===== src/rtl/core/bero5_pkg.sv =====
// Shared sizes, codes, constant tables and item types of the 5x5 disk erosion block.
package bero5_pkg;

  localparam int MAX_LINE_LENGTH = 1024;
  localparam int MAX_LINE_COUNT  = 1024;

  // configuration port
  localparam int CFG_W     = 11;
  localparam int CFG_IDX_W = 2;
  localparam logic [CFG_IDX_W-1:0] REG_LINE_COUNT  = CFG_IDX_W'(0);
  localparam logic [CFG_IDX_W-1:0] REG_LINE_LENGTH = CFG_IDX_W'(1);
  localparam logic [CFG_W-1:0]     DIM_RESET       = CFG_W'(1024);

  // counter widths
  localparam int LEN_W  = $clog2(MAX_LINE_LENGTH + 1);
  localparam int CNT_W  = $clog2(MAX_LINE_COUNT + 1);
  localparam int POS_W  = $clog2(MAX_LINE_LENGTH);
  localparam int OROW_W = $clog2(MAX_LINE_COUNT);
  localparam int ROW_W  = $clog2(MAX_LINE_COUNT + 4);
  localparam int LEAD_W = $clog2(2 * MAX_LINE_LENGTH + 3);

  // window and column memory
  localparam int WIN_SIZE = 5;
  localparam int MEM_W    = WIN_SIZE - 1;
  localparam logic [WIN_SIZE-1:0][WIN_SIZE-1:0] DISK_MASK = {
    5'b01110, 5'b11111, 5'b11111, 5'b11111, 5'b01110
  };

  // output queue
  localparam int OUT_Q_DEPTH = 3;
  localparam int QCNT_W      = $clog2(OUT_Q_DEPTH + 1);
  localparam int QPTR_W      = $clog2(OUT_Q_DEPTH);

  // request codes and pixel values
  localparam logic       REQ_PIXEL = 1'b0;
  localparam logic       REQ_FLUSH = 1'b1;
  localparam logic [7:0] PIX_WHITE = 8'd255;
  localparam logic [7:0] PIX_BLACK = 8'd0;

  typedef struct packed {
    logic       req_type;
    logic [7:0] pixel_value;
  } in_item_t;

  typedef struct packed {
    logic [7:0] out_pixel;
    logic       is_last;
    logic       any_white;
  } out_item_t;

  // one column shift into the window, from the sequencer to the window datapath
  typedef struct packed {
    logic                valid;
    logic                pix;
    logic                emit;
    logic                last;
    logic [POS_W-1:0]    addr;
    logic [WIN_SIZE-1:0] rowmask;
    logic [WIN_SIZE-1:0] colmask;
  } col_req_t;

endpackage


===== src/rtl/core/binary_erode_5x5_disk.sv =====
// Top level of the streaming binary erosion with a 5x5 disk.
//
//   channel   signals                               transfer
//   cfg       cfg_wr_en, cfg_index, cfg_data        write on cfg_wr_en, no wait
//   in        in_valid, in_ready, in_item           transaction on valid & ready
//   out       out_valid, out_ready, out_item        transaction on valid & ready
//
// One pixel or flush transaction per cycle while in_ready is high; each one passes the column memory
// read, then the window and disk test, and its result is queued before it reaches out_valid.
// Results lag the image by two lines plus two pixels; flush transactions drain the rest.
// For an image of N < 2L+2 pixels, in_ready drops after the last pixel until 2L+2 columns
// have gone into the window, while blank columns are pushed into it.
// Reset is synchronous; the column memory is never cleared since border masks hide every
// entry not yet written in the current image. in_ready drops when the queue is about full.
module binary_erode_5x5_disk (
  input  logic                             clk,
  input  logic                             rst,
  input  logic                             cfg_wr_en,
  input  logic [bero5_pkg::CFG_IDX_W-1:0]  cfg_index,
  input  logic [bero5_pkg::CFG_W-1:0]      cfg_data,
  input  logic                             in_valid,
  output logic                             in_ready,
  input  bero5_pkg::in_item_t              in_item,
  output logic                             out_valid,
  input  logic                             out_ready,
  output bero5_pkg::out_item_t             out_item
);

  bero5_pkg::col_req_t          col_req;
  bero5_pkg::out_item_t         q_item;
  logic                         q_wr;
  logic                         restart;
  logic [bero5_pkg::QCNT_W-1:0] q_count;

  bero5_ctrl u_ctrl (
    .clk          (clk),
    .rst          (rst),
    .cfg_wr_en    (cfg_wr_en),
    .cfg_index    (cfg_index),
    .cfg_data     (cfg_data),
    .in_valid     (in_valid),
    .in_ready     (in_ready),
    .in_item      (in_item),
    .q_count      (q_count),
    .q_wr_pending (q_wr),
    .col_req      (col_req),
    .restart      (restart)
  );

  bero5_window u_window (
    .clk     (clk),
    .rst     (rst),
    .restart (restart),
    .col_req (col_req),
    .q_wr    (q_wr),
    .q_item  (q_item)
  );

  bero5_outq u_outq (
    .clk       (clk),
    .rst       (rst),
    .wr_en     (q_wr),
    .wr_item   (q_item),
    .count     (q_count),
    .out_valid (out_valid),
    .out_ready (out_ready),
    .out_item  (out_item)
  );

endmodule


===== src/rtl/core/bero5_ctrl.sv =====
// Sequencer: dimensions, scan counters, output lag, drain catch-up and border masks.
module bero5_ctrl (
  input  logic                                clk,
  input  logic                                rst,
  input  logic                                cfg_wr_en,
  input  logic [bero5_pkg::CFG_IDX_W-1:0]     cfg_index,
  input  logic [bero5_pkg::CFG_W-1:0]         cfg_data,
  input  logic                                in_valid,
  output logic                                in_ready,
  input  bero5_pkg::in_item_t                 in_item,
  input  logic [bero5_pkg::QCNT_W-1:0]        q_count,
  input  logic                                q_wr_pending,
  output bero5_pkg::col_req_t                 col_req,
  output logic                                restart
);

  localparam int SUM_W = bero5_pkg::QCNT_W + 1;

  function automatic logic [bero5_pkg::CNT_W-1:0] clamp_count(
    input logic [bero5_pkg::CFG_W-1:0] v
  );
    if (v == '0) return bero5_pkg::CNT_W'(1);
    if (int'(v) > bero5_pkg::MAX_LINE_COUNT) return bero5_pkg::CNT_W'(bero5_pkg::MAX_LINE_COUNT);
    return bero5_pkg::CNT_W'(v);
  endfunction

  function automatic logic [bero5_pkg::LEN_W-1:0] clamp_length(
    input logic [bero5_pkg::CFG_W-1:0] v
  );
    if (v == '0) return bero5_pkg::LEN_W'(1);
    if (int'(v) > bero5_pkg::MAX_LINE_LENGTH) begin
      return bero5_pkg::LEN_W'(bero5_pkg::MAX_LINE_LENGTH);
    end
    return bero5_pkg::LEN_W'(v);
  endfunction

  logic [bero5_pkg::CNT_W-1:0]    line_count;
  logic [bero5_pkg::LEN_W-1:0]    line_length;
  logic [bero5_pkg::ROW_W-1:0]    in_line;
  logic [bero5_pkg::POS_W-1:0]    in_pos;
  logic [bero5_pkg::OROW_W-1:0]   out_line;
  logic [bero5_pkg::POS_W-1:0]    out_pos;
  logic [bero5_pkg::LEAD_W-1:0]   lead;
  logic [bero5_pkg::LEAD_W-1:0]   target;
  logic                           all_in, primed, catchup, space, accept, is_flush;
  logic                           do_push, emit, in_wrap, out_wrap, out_last;
  logic [bero5_pkg::CNT_W:0]      ro_p1, ro_p2, cnt_ext;
  logic [bero5_pkg::LEN_W:0]      po_p1, po_p2, len_ext;
  logic [bero5_pkg::WIN_SIZE-1:0] rowmask, colmask;

  // outputs start once 2L+2 columns have gone into the window
  assign target   = bero5_pkg::LEAD_W'({line_length, 1'b0}) + bero5_pkg::LEAD_W'(2);
  assign all_in   = in_line >= bero5_pkg::ROW_W'(line_count);
  assign primed   = lead == target;
  // small image done before the lag is built up: push blank columns internally
  assign catchup  = all_in && !primed;
  assign space    = (SUM_W'(q_count) + SUM_W'(q_wr_pending))
                    <= SUM_W'(bero5_pkg::OUT_Q_DEPTH - 1);
  assign in_ready = !catchup && space;
  assign accept   = in_valid && in_ready;
  assign is_flush = in_item.req_type == bero5_pkg::REQ_FLUSH;
  assign do_push  = !cfg_wr_en && (catchup || (accept && (is_flush == all_in)));
  assign emit     = do_push && primed;

  assign in_wrap  = (bero5_pkg::LEN_W'(in_pos) + bero5_pkg::LEN_W'(1)) == line_length;
  assign out_wrap = (bero5_pkg::LEN_W'(out_pos) + bero5_pkg::LEN_W'(1)) == line_length;

  assign cnt_ext  = (bero5_pkg::CNT_W + 1)'(line_count);
  assign len_ext  = (bero5_pkg::LEN_W + 1)'(line_length);
  assign ro_p1    = (bero5_pkg::CNT_W + 1)'(out_line) + (bero5_pkg::CNT_W + 1)'(1);
  assign ro_p2    = (bero5_pkg::CNT_W + 1)'(out_line) + (bero5_pkg::CNT_W + 1)'(2);
  assign po_p1    = (bero5_pkg::LEN_W + 1)'(out_pos) + (bero5_pkg::LEN_W + 1)'(1);
  assign po_p2    = (bero5_pkg::LEN_W + 1)'(out_pos) + (bero5_pkg::LEN_W + 1)'(2);
  assign out_last = out_wrap && (ro_p1 == cnt_ext);

  // bit k covers line/position (center - 2 + k)
  assign rowmask = {ro_p2 < cnt_ext, ro_p1 < cnt_ext, 1'b1, out_line != '0,
                    out_line >= bero5_pkg::OROW_W'(2)};
  assign colmask = {po_p2 < len_ext, po_p1 < len_ext, 1'b1, out_pos != '0,
                    out_pos >= bero5_pkg::POS_W'(2)};

  assign restart = cfg_wr_en && ((cfg_index == bero5_pkg::REG_LINE_COUNT) ||
                                 (cfg_index == bero5_pkg::REG_LINE_LENGTH));

  always_comb begin
    col_req.valid   = do_push;
    col_req.pix     = do_push && !all_in && (in_item.pixel_value != '0);
    col_req.emit    = emit;
    col_req.last    = out_last;
    col_req.addr    = in_pos;
    col_req.rowmask = rowmask;
    col_req.colmask = colmask;
  end

  always_ff @(posedge clk) begin
    if (rst) begin
      line_count  <= clamp_count(bero5_pkg::DIM_RESET);
      line_length <= clamp_length(bero5_pkg::DIM_RESET);
      in_line     <= '0;
      in_pos      <= '0;
      out_line    <= '0;
      out_pos     <= '0;
      lead        <= '0;
    end else if (cfg_wr_en) begin
      case (cfg_index)
        bero5_pkg::REG_LINE_COUNT: begin
          line_count <= clamp_count(cfg_data);
        end
        bero5_pkg::REG_LINE_LENGTH: begin
          line_length <= clamp_length(cfg_data);
        end
        default: begin
        end
      endcase
      if (restart) begin
        in_line  <= '0;
        in_pos   <= '0;
        out_line <= '0;
        out_pos  <= '0;
        lead     <= '0;
      end
    end else if (do_push) begin
      if (emit && out_last) begin
        in_line  <= '0;
        in_pos   <= '0;
        out_line <= '0;
        out_pos  <= '0;
        lead     <= '0;
      end else begin
        if (in_wrap) begin
          in_pos  <= '0;
          in_line <= in_line + bero5_pkg::ROW_W'(1);
        end else begin
          in_pos <= in_pos + bero5_pkg::POS_W'(1);
        end
        if (!primed) begin
          lead <= lead + bero5_pkg::LEAD_W'(1);
        end
        if (emit) begin
          if (out_wrap) begin
            out_pos  <= '0;
            out_line <= out_line + bero5_pkg::OROW_W'(1);
          end else begin
            out_pos <= out_pos + bero5_pkg::POS_W'(1);
          end
        end
      end
    end
  end

  // drain never runs more than three virtual lines past the image (one-pixel lines)
  a_drain_bound: assert property (@(posedge clk) disable iff (rst)
    in_line <= bero5_pkg::ROW_W'(line_count) + bero5_pkg::ROW_W'(3))
    else $error("scan counter ran past the drain region");

  a_image_wrap: assert property (@(posedge clk) disable iff (rst)
    (emit && out_last) |=> (in_line == '0 && lead == '0 && !all_in))
    else $error("counters not rewound after the last pixel");

endmodule


===== src/rtl/core/bero5_window.sv =====
// Column memory read-modify-write with forwarding, 5x5 window and disk test.
module bero5_window (
  input  logic                 clk,
  input  logic                 rst,
  input  logic                 restart,
  input  bero5_pkg::col_req_t  col_req,
  output logic                 q_wr,
  output bero5_pkg::out_item_t q_item
);

  // entry p holds the four previous lines at position p, oldest in bit 0
  logic [bero5_pkg::MEM_W-1:0] col_mem [bero5_pkg::MAX_LINE_LENGTH];
  logic [bero5_pkg::MEM_W-1:0] rd_data, fwd_data;
  logic                        fwd;
  bero5_pkg::col_req_t         s1;
  logic [bero5_pkg::WIN_SIZE-1:0]                              newcol;
  logic [bero5_pkg::WIN_SIZE-1:0][bero5_pkg::WIN_SIZE-1:0]     win, win_next;
  logic                        white, white_seen;

  always_ff @(posedge clk) begin
    if (s1.valid) begin
      col_mem[s1.addr] <= newcol[bero5_pkg::WIN_SIZE-1:1];
    end
    if (col_req.valid) begin
      rd_data <= col_mem[col_req.addr];
    end
  end

  // back-to-back access to one column (one-pixel lines) reads the stale word, so the word just written is forwarded
  assign newcol   = {s1.pix, (fwd ? fwd_data : rd_data)};
  assign win_next = {newcol, win[bero5_pkg::WIN_SIZE-1:1]};

  always_comb begin
    white = 1'b1;
    for (int i = 0; i < bero5_pkg::WIN_SIZE; i++) begin
      for (int j = 0; j < bero5_pkg::WIN_SIZE; j++) begin
        if (bero5_pkg::DISK_MASK[i][j] &&
            !(s1.rowmask[i] && s1.colmask[j] && win_next[j][i])) begin
          white = 1'b0;
        end
      end
    end
  end

  always_ff @(posedge clk) begin
    if (rst || restart) begin
      s1.valid   <= 1'b0;
      fwd        <= 1'b0;
      white_seen <= 1'b0;
    end else begin
      s1  <= col_req;
      fwd <= s1.valid && col_req.valid && (s1.addr == col_req.addr);
      if (s1.valid && s1.emit) begin
        white_seen <= !s1.last && (white_seen || white);
      end
    end
  end

  always_ff @(posedge clk) begin
    fwd_data <= newcol[bero5_pkg::WIN_SIZE-1:1];
    if (s1.valid) begin
      win <= win_next;
    end
  end

  always_comb begin
    q_wr             = s1.valid && s1.emit;
    q_item.out_pixel = white ? bero5_pkg::PIX_WHITE : bero5_pkg::PIX_BLACK;
    q_item.is_last   = s1.last;
    q_item.any_white = s1.last && (white_seen || white);
  end

  a_summary_clear: assert property (@(posedge clk) disable iff (rst)
    (s1.valid && s1.emit && s1.last) |=> !white_seen)
    else $error("white summary carried past the end of an image");

endmodule


===== src/rtl/core/bero5_outq.sv =====
// Three-entry result queue that decouples the window pipeline from the output channel.
module bero5_outq (
  input  logic                          clk,
  input  logic                          rst,
  input  logic                          wr_en,
  input  bero5_pkg::out_item_t          wr_item,
  output logic [bero5_pkg::QCNT_W-1:0]  count,
  output logic                          out_valid,
  input  logic                          out_ready,
  output bero5_pkg::out_item_t          out_item
);

  function automatic logic [bero5_pkg::QPTR_W-1:0] next_ptr(
    input logic [bero5_pkg::QPTR_W-1:0] p
  );
    if (p == bero5_pkg::QPTR_W'(bero5_pkg::OUT_Q_DEPTH - 1)) return '0;
    return p + bero5_pkg::QPTR_W'(1);
  endfunction

  bero5_pkg::out_item_t          q [bero5_pkg::OUT_Q_DEPTH];
  logic [bero5_pkg::QPTR_W-1:0]  wr_ptr, rd_ptr;
  logic                          rd_en;

  assign out_valid = count != '0;
  assign out_item  = q[rd_ptr];
  assign rd_en     = out_valid && out_ready;

  always_ff @(posedge clk) begin
    if (rst) begin
      wr_ptr <= '0;
      rd_ptr <= '0;
      count  <= '0;
    end else begin
      if (wr_en) begin
        wr_ptr <= next_ptr(wr_ptr);
      end
      if (rd_en) begin
        rd_ptr <= next_ptr(rd_ptr);
      end
      if (wr_en && !rd_en) begin
        count <= count + bero5_pkg::QCNT_W'(1);
      end else if (rd_en && !wr_en) begin
        count <= count - bero5_pkg::QCNT_W'(1);
      end
    end
  end

  always_ff @(posedge clk) begin
    if (wr_en) begin
      q[wr_ptr] <= wr_item;
    end
  end

  // the sequencer's credit check must keep the queue from overflowing
  a_no_overflow: assert property (@(posedge clk) disable iff (rst)
    wr_en |-> (count != bero5_pkg::QCNT_W'(bero5_pkg::OUT_Q_DEPTH)))
    else $error("result queue written while full");

endmodule

===== config.mk =====
export PLATFORM = sky130hd
export DESIGN_NAME = binary_erode_5x5_disk
export DESIGN_NICKNAME = d
export VERILOG_FILES = /design/src/rtl/core/bero5_pkg.sv /design/src/rtl/core/binary_erode_5x5_disk.sv /design/src/rtl/core/bero5_ctrl.sv /design/src/rtl/core/bero5_window.sv /design/src/rtl/core/bero5_outq.sv
export SDC_FILE = /design/constraint.sdc
export NUM_CORES = 2
export LEC_CHECK = 0
export BUFFER_PORTS_ARGS = -buffer_cell sky130_fd_sc_hd__buf_2
export CAP_MARGIN = 20
export CORE_UTILIZATION = 55
export DETAILED_ROUTE_END_ITERATION = 12
export PLACE_DENSITY = 0.75
export SLEW_MARGIN = 0
export SYNTH_ARGS = -nofsm -noshare
export SYNTH_HDL_FRONTEND = slang
export SYNTH_MEMORY_MAX_BITS = 65536
export SYNTH_SLANG_ARGS = --single-unit

===== constraint.sdc =====
create_clock -name clk -period 13.5 [get_ports clk]
set_input_delay 2.7 -clock clk [delete_from_list [all_inputs] [get_ports clk]]
set_output_delay 2.7 -clock clk [all_outputs]
set_load 0.03 [all_outputs]

Yosys cells after proc, flatten, opt, wreduce, memory -nomap -nowiden. Memory sizes are Yosys's and may differ from the RTL's. A register that Yosys moved wholly into a read port is not among the register bits. Index checks and enable logic that the tools add are counted.

Register bits: 128. RAM bits: 4126. Input port bits: 27. Output and inout bits: 12. Logic and storage cells: 231. Memories: 2.

Memories: u_window.col_mem (words 1024, width 4, read ports 1, clocked after Yosys merged registers in 1, wr ports 1, RTL line bero5_window.sv:12) `logic [bero5_pkg::MEM_W-1:0] col_mem [bero5_pkg::MAX_LINE_LENGTH];`; u_outq.q (words 3, width 10, read ports 1, clocked after Yosys merged registers in 1, wr ports 1, RTL line bero5_outq.sv:20) `bero5_pkg::out_item_t q [bero5_pkg::OUT_Q_DEPTH];`.

Add/sub/neg operators: 17. $lt $le $gt $ge: 9. Equal/unequal tests: 11. Muxes and demuxes: 88. Reduce and logical (&&, ||, !) cells: 80.

Operator list (number): two-way mux 10 bit (15); two-way mux 11 bit (11); two-way mux 12 bit (5); logical AND 1 bit (51); < comparator 12 x 11 -> 1 bit (4); two-way mux 1 bit (47); adder 10 x 1 -> 11 bit, second input constant (4); adder 10 x 1 -> 10 bit, second input constant (3); adder 10 x 2 -> 11 bit, second input constant (2); == test 11 bit (2); >= comparator 10 x 2 -> 1 bit, second input constant (2); nonzero test 10 bit (2); two-way mux 2 bit (8); adder 12 x 1 -> 12 bit, second input constant (1); adder 12 x 2 -> 12 bit, second input constant (1); == test 12 x 11 -> 1 bit (1); == test 12 bit (1); adder 11 x 1 -> 11 bit, second input constant (1); >= comparator 11 bit (1); greater-than comparator 11 bit, second input constant (1); zero test 11 bit (1); == test 10 bit (1); AND reduction 3 bit (3); nonzero test 3 bit (3); other kinds (18) (34).

Depth between registers and ports, before layout.
Word-level depth: 25. Depth in mapped cells: 16.

Modules after synthesis. Synthesis repeated with hierarchy kept, for this count alone.

Cells, all modules: 9237. Area total of the unflattened synthesis: 171495.7 um^2.

By module, submodules not included: bero5_window (times used 1, cells each 8313, area an instance 163596.9 um^2); bero5_ctrl (times used 1, cells each 829, area an instance 6486.2 um^2); bero5_outq (times used 1, cells each 95, area an instance 1412.6 um^2).

Worst setup path after synthesis. No wires, ideal clock.

Kind: reg-to-reg. Start: register u_window.s1 (netlist bit u_window.newcol[4]). End: memory u_window.col_mem[0][3] (netlist bit), data pin. Library setup time: 2.675 ns. Arrival time: 12.039 ns. Data required time: 10.825 ns. Setup slack: -1.214 ns. Stages on the path, launching flop included: 1. Buffers on the path: 0. Clock period less this slack: 14.714 ns. Cell sequence: edfxtp_1.

RTL lines: start, declared (RTL line bero5_window.sv:15) `bero5_pkg::col_req_t s1;`; start signal, assigned (RTL line bero5_window.sv:51) `s1 <= col_req;`; end, declared (RTL line bero5_window.sv:12).

Straight into the memory's write port.

Worst setup path after layout.
Start: register u_window.s1[23] (netlist bit). End: output port in_ready.

Longest elaborated chain between the ends: 4.

RTL lines: logical AND 1 bit (RTL line bero5_window.sv:67) `q_wr = s1.valid && s1.emit;`; via q_wr (RTL line binary_erode_5x5_disk.sv:31) `logic q_wr;`; adder 2 x 1 -> 3 bit (RTL line bero5_ctrl.sv:57) `assign space = (SUM_W'(q_count) + SUM_W'(q_wr_pending))`; less-or-equal comparator 3 x 2 -> 1 bit (RTL line bero5_ctrl.sv:58) `<= SUM_W'(bero5_pkg::OUT_Q_DEPTH - 1);`; logical AND 1 bit (RTL line bero5_ctrl.sv:59) `assign in_ready = !catchup && space;`; end, declared (RTL line binary_erode_5x5_disk.sv:22) `output logic in_ready,`.

The timed path passes the listed nets, and every way through them passes these cells.

==> flow_summary.json <==
{
  "core_sq_um": 307000,
  "ys.flop_type": "edfxtp_1",
  "ys_seq_elements": 4238,
  "max_stage_delay_ns": 0.72,
  "drtIter0Drc": 16074,
  "hold_ws_ns": 0.456,
  "pwr-share-seq": 0.524,
  "cpLargestDelayFamily": "buffers and inverters",
  "dieArea_sq_um": 311000,
  "numCtsBuffers": 407,
  "setup_ws_ns": 7.03,
  "start_util": 0.554,
  "ys_types": 86,
  "cts_tree": "done",
  "netlist_area_sq_um": 170000,
  "viasPerCell": 6.98,
  "p_leak_nw": 56.7,
  "crit_path_end_kind": "output pin",
  "maxCapViolCount": 0,
  "tightest_slew_ns": 1.39,
  "status": "finished clean",
  "critPathMaxFanout": 48,
  "cp.depth": 10,
  "antenna_left": 0,
  "grt_start_max_net_pins": 229,
  "clock_sinks": 4238,
  "slew_violations": 0,
  "antenna_found_initial": 38,
  "synthCells": 8952,
  "cp_data_required_time_ns": 10.80,
  "firstDrtPassIters": 9,
  "avgRoutedWirePerCell_microns": 35.8,
  "swShare": 0.214,
  "die_y_microns": 558,
  "fin_crit_ns": 6.47,
  "min_path_type": "flip-flop to flip-flop",
  "grt.total_usage": 0.308,
  "final_layout_size_suffix_gt1_frac": 0.212,
  "clkPwrFrac": 0.414,
  "dpl_worst_slack_ns": 7.37,
  "yosysSeqAreaShare": 0.743,
  "synth_top_cell_area_share": 0.733,
  "max_clock_freq_mhz": 155,
  "routabilityCongestion": 0.899,
  "arrival_ns": 3.77,
  "synth_nets": 9051,
  "overflow": 0,
  "endpoint": "in_ready",
  "io_buffers": 38,
  "area_growth_pct": 10.8,
  "drc": 0,
  "multiInputGateArea_sq_um": 40900,
  "regArea_sq_um": 126000,
  "cts_max_path_buffers": 4,
  "synth_area_leaders": "edfxtp_1 73%, mux4_2 13%, nor2_1 2.5%",
  "hold_buffers": 0,
  "r2r_slack_ns": 7.25,
  "worstRegToRegCells": 9,
  "ioPinCount": 39,
  "setup_viol": 0,
  "wirelength_mm": 482,
  "cts_setup_buffers": 0,
  "hold_violations": 0,
  "nFillCells": 20260,
  "slew_headroom": 0.0642,
  "rows": 203,
  "reg2reg_to": "u_window.rd_data[2]$_DFFE_PN_",
  "path_buf_inv": 4,
  "dp_hpwl_mm": 280,
  "grt_pass1_vias": 91088,
  "clk_latency_ns": 0.93,
  "die_w_microns": 558,
  "grt_pass1_wl_mm": 678,
  "synth_edf_count": 4148,
  "cts.clk_slew.worst_paths_ns": 0.06,
  "rsz0062_at_grt": "false",
  "syn_area_per_cell_sq_um": 19.0,
  "vias": 93888,
  "internal-power_mw": 21.8,
  "synth_largest_area_cell": "edfxtp_1",
  "yosysWarnings": 0,
  "async_flop_share": 0,
  "powerDensity_nw_per_um2": 147,
  "final_nets": 9095,
  "critPathLaunch": "u_window.s1[23]$_SDFF_PP0_",
  "vdd_ir_drop_max_uv": 121,
  "p_comb_frac": 0.062,
  "min_period_over_period": 0.479,
  "critical_path.slowest_cell": "buf_4",
  "p_sw_mw": 5.95,
  "cts_max_level": 5,
  "cts_root_buffer": "clkbuf_16",
  "worstSetupPathType": "flip-flop to output pin",
  "crit_chain": "buf_4, nand2_1, inv_1, ha_1, inv_1, ha_1, nor3b_1, nor2_1, a21oi_1, buf_2",
  "finalClockSkew_ns": 0.0596,
  "cp-start-kind": "flip-flop",
  "cts.repair.resized": 0,
  "worstReg2RegStart": "u_ctrl.in_pos[0]$_SDFFE_PP0P_"
}
## per-layer routing
metal,share of wire,global-route usage,routed length [microns]
met1,0.34,0.410,164000
met2,0.46,0.463,221000
met3,0.14,0.0912,68900
met4,0.057,0.164,27300
met5,0.00052,0.00247,248
## state kept, by name (all words and copies together), names as in the netlist, 4 cells and up, named ones only
signal / flops
u_ctrl.in_line: 11
u_ctrl.in_pos: 10
u_ctrl.lead: 12
u_ctrl.line_count: 11
u_ctrl.line_length: 11
u_ctrl.out_line: 10
u_ctrl.out_pos: 10
u_outq.q: 9
u_window.col_mem: 4096
u_window.fwd_data: 4
u_window.rd_data: 4
u_window.s1: 20
u_window.win: 18
## tightest hold or removal path, stage by stage, from the launching register on
cell and delay, ns:
dfxtp_1 0.31, nand2_1 0.05, a21oi_1 0.05
## worst min path at each step
stage	from	endpoint	slack, ns	depth (start not counted)
detailed placement	u_window.win[22]$_DFFE_PP_	u_window.win[17]$_DFFE_PP_	0.44	0
global placement	u_window.win[16]$_DFFE_PP_	u_window.win[11]$_DFFE_PP_	0.43	0
CTS	u_window.win[22]$_DFFE_PP_	u_window.win[17]$_DFFE_PP_	0.45	0
floorplan	u_ctrl.in_pos[2]$_SDFFE_PP0P_	u_window.s1[12]$_DFFE_PN_	0.40	0
global route	u_window.win[22]$_DFFE_PP_	u_window.win[17]$_DFFE_PP_	0.47	0
finish	u_ctrl.line_count[7]$_SDFFE_PP0P_	u_ctrl.line_count[7]$_SDFFE_PP0P_	0.46	2
## cells in the final DEF, fill, tap and decap left out, types with 36 or more instances in the layout
cell type  Yosys  routed
o221ai_1      56      56
mux4_2       994     994
o22ai_1       51      51
nor3_1        56      55
o21ai_0      106     106
clkinv_2       0      58
edfxtp_1    4148    4148
nand3_1      101      76
nand2_1      268     258
a21oi_1      157     157
diode_2        0      46
clkbuf_1     298      81
buf_2        132      39
nor2_1      1111    1103
dfxtp_1       90      80
ha_1          72      72
a22oi_1       84      84
nand4_1       37      37
mux2_2        39      36
inv_1         45      44
clkbuf_16      0     410
a211oi_1      39      39
bufinv_16      0      52
a221oi_1      40      40
clkinv_1       2      89
mux2i_1      320     320
buf_4         81     200
xnor2_1       51      51
## area by class of cell
cell class | count | share of cell area
tap | 4100 | 0.0272
clock inverter | 231 | 0.0135
sequential | 4238 | 0.671
inverter | 50 | 0.00106
clock buffer | 495 | 0.0564
timing repair buffer | 278 | 0.0134
antenna | 46 | 0.000611
multi-input combinational | 4021 | 0.217
## synthesized netlist by cell type, types with 13 or more instances
library cell	count
a2111oi_0	21
a211oi_1	39
a21oi_1	157
a221oi_1	40
a22o_1	13
a22oi_1	84
a31oi_1	26
and2_1	16
and3_1	20
buf_1	96
buf_2	132
buf_4	81
buf_6	36
clkbuf_1	298
dfxtp_1	90
edfxtp_1	4148
ha_1	72
inv_1	45
mux2_2	39
mux2i_1	320
mux4_2	994
nand2_1	268
nand2b_1	21
nand3_1	101
nand3b_1	13
nand4_1	37
nor2_1	1111
nor2b_1	40
nor3_1	56
nor3b_1	13
nor4_1	23
o211ai_1	24
o21a_1	15
o21ai_0	106
o221ai_1	56
o22ai_1	51
o31ai_1	16
or2_2	16
or3_1	14
xnor2_1	51
xor2_1	21
## power groups by stage
stage / clock [mW] / combinational [mW] / sequential [mW]
floorplan: 0 / 1.21 / 15.0
global placement: 0 / 1.64 / 14.8
detailed placement: 0 / 1.69 / 14.8
CTS: 11.5 / 1.70 / 14.5
global route: 12.0 / 1.80 / 14.5
finish: 11.5 / 1.72 / 14.5
## stage by stage
| stage | utilization | setup TNS [ns] | area (sq um) | power, mW | cells |
|---|---|---|---|---|---|
| 6_report | 0.614 | 0 | 188000 | 27.7 | 13459 |
| 2_1_floorplan | - | -1244.47 | 170000 | 16.2 | 8952 |
| 3_5_place_dp | 0.570 | 0 | 175000 | 16.5 | 12670 |
| 5_1_grt | 0.614 | 0 | 188000 | 28.3 | 13419 |
| 4_1_cts | 0.613 | 0 | 188000 | 27.7 | 13396 |
| 3_3_place_gp | 0.569 | 0 | 174000 | 16.5 | 12656 |
## kinds of logic after synthesis
group / after synthesis / synth area share
flip-flops: 4238 / 0.743
AND/OR/NAND/NOR: 1787 / 0.0450
multiplexers: 1353 / 0.153
AO/OA/AOI/OAI: 737 / 0.0298
buffers and inverters: 693 / 0.0197
XOR/XNOR: 72 / 0.00371
adder cells (fa/ha/maj): 72 / 0.00530
Power figures use the tool's default switching activity.
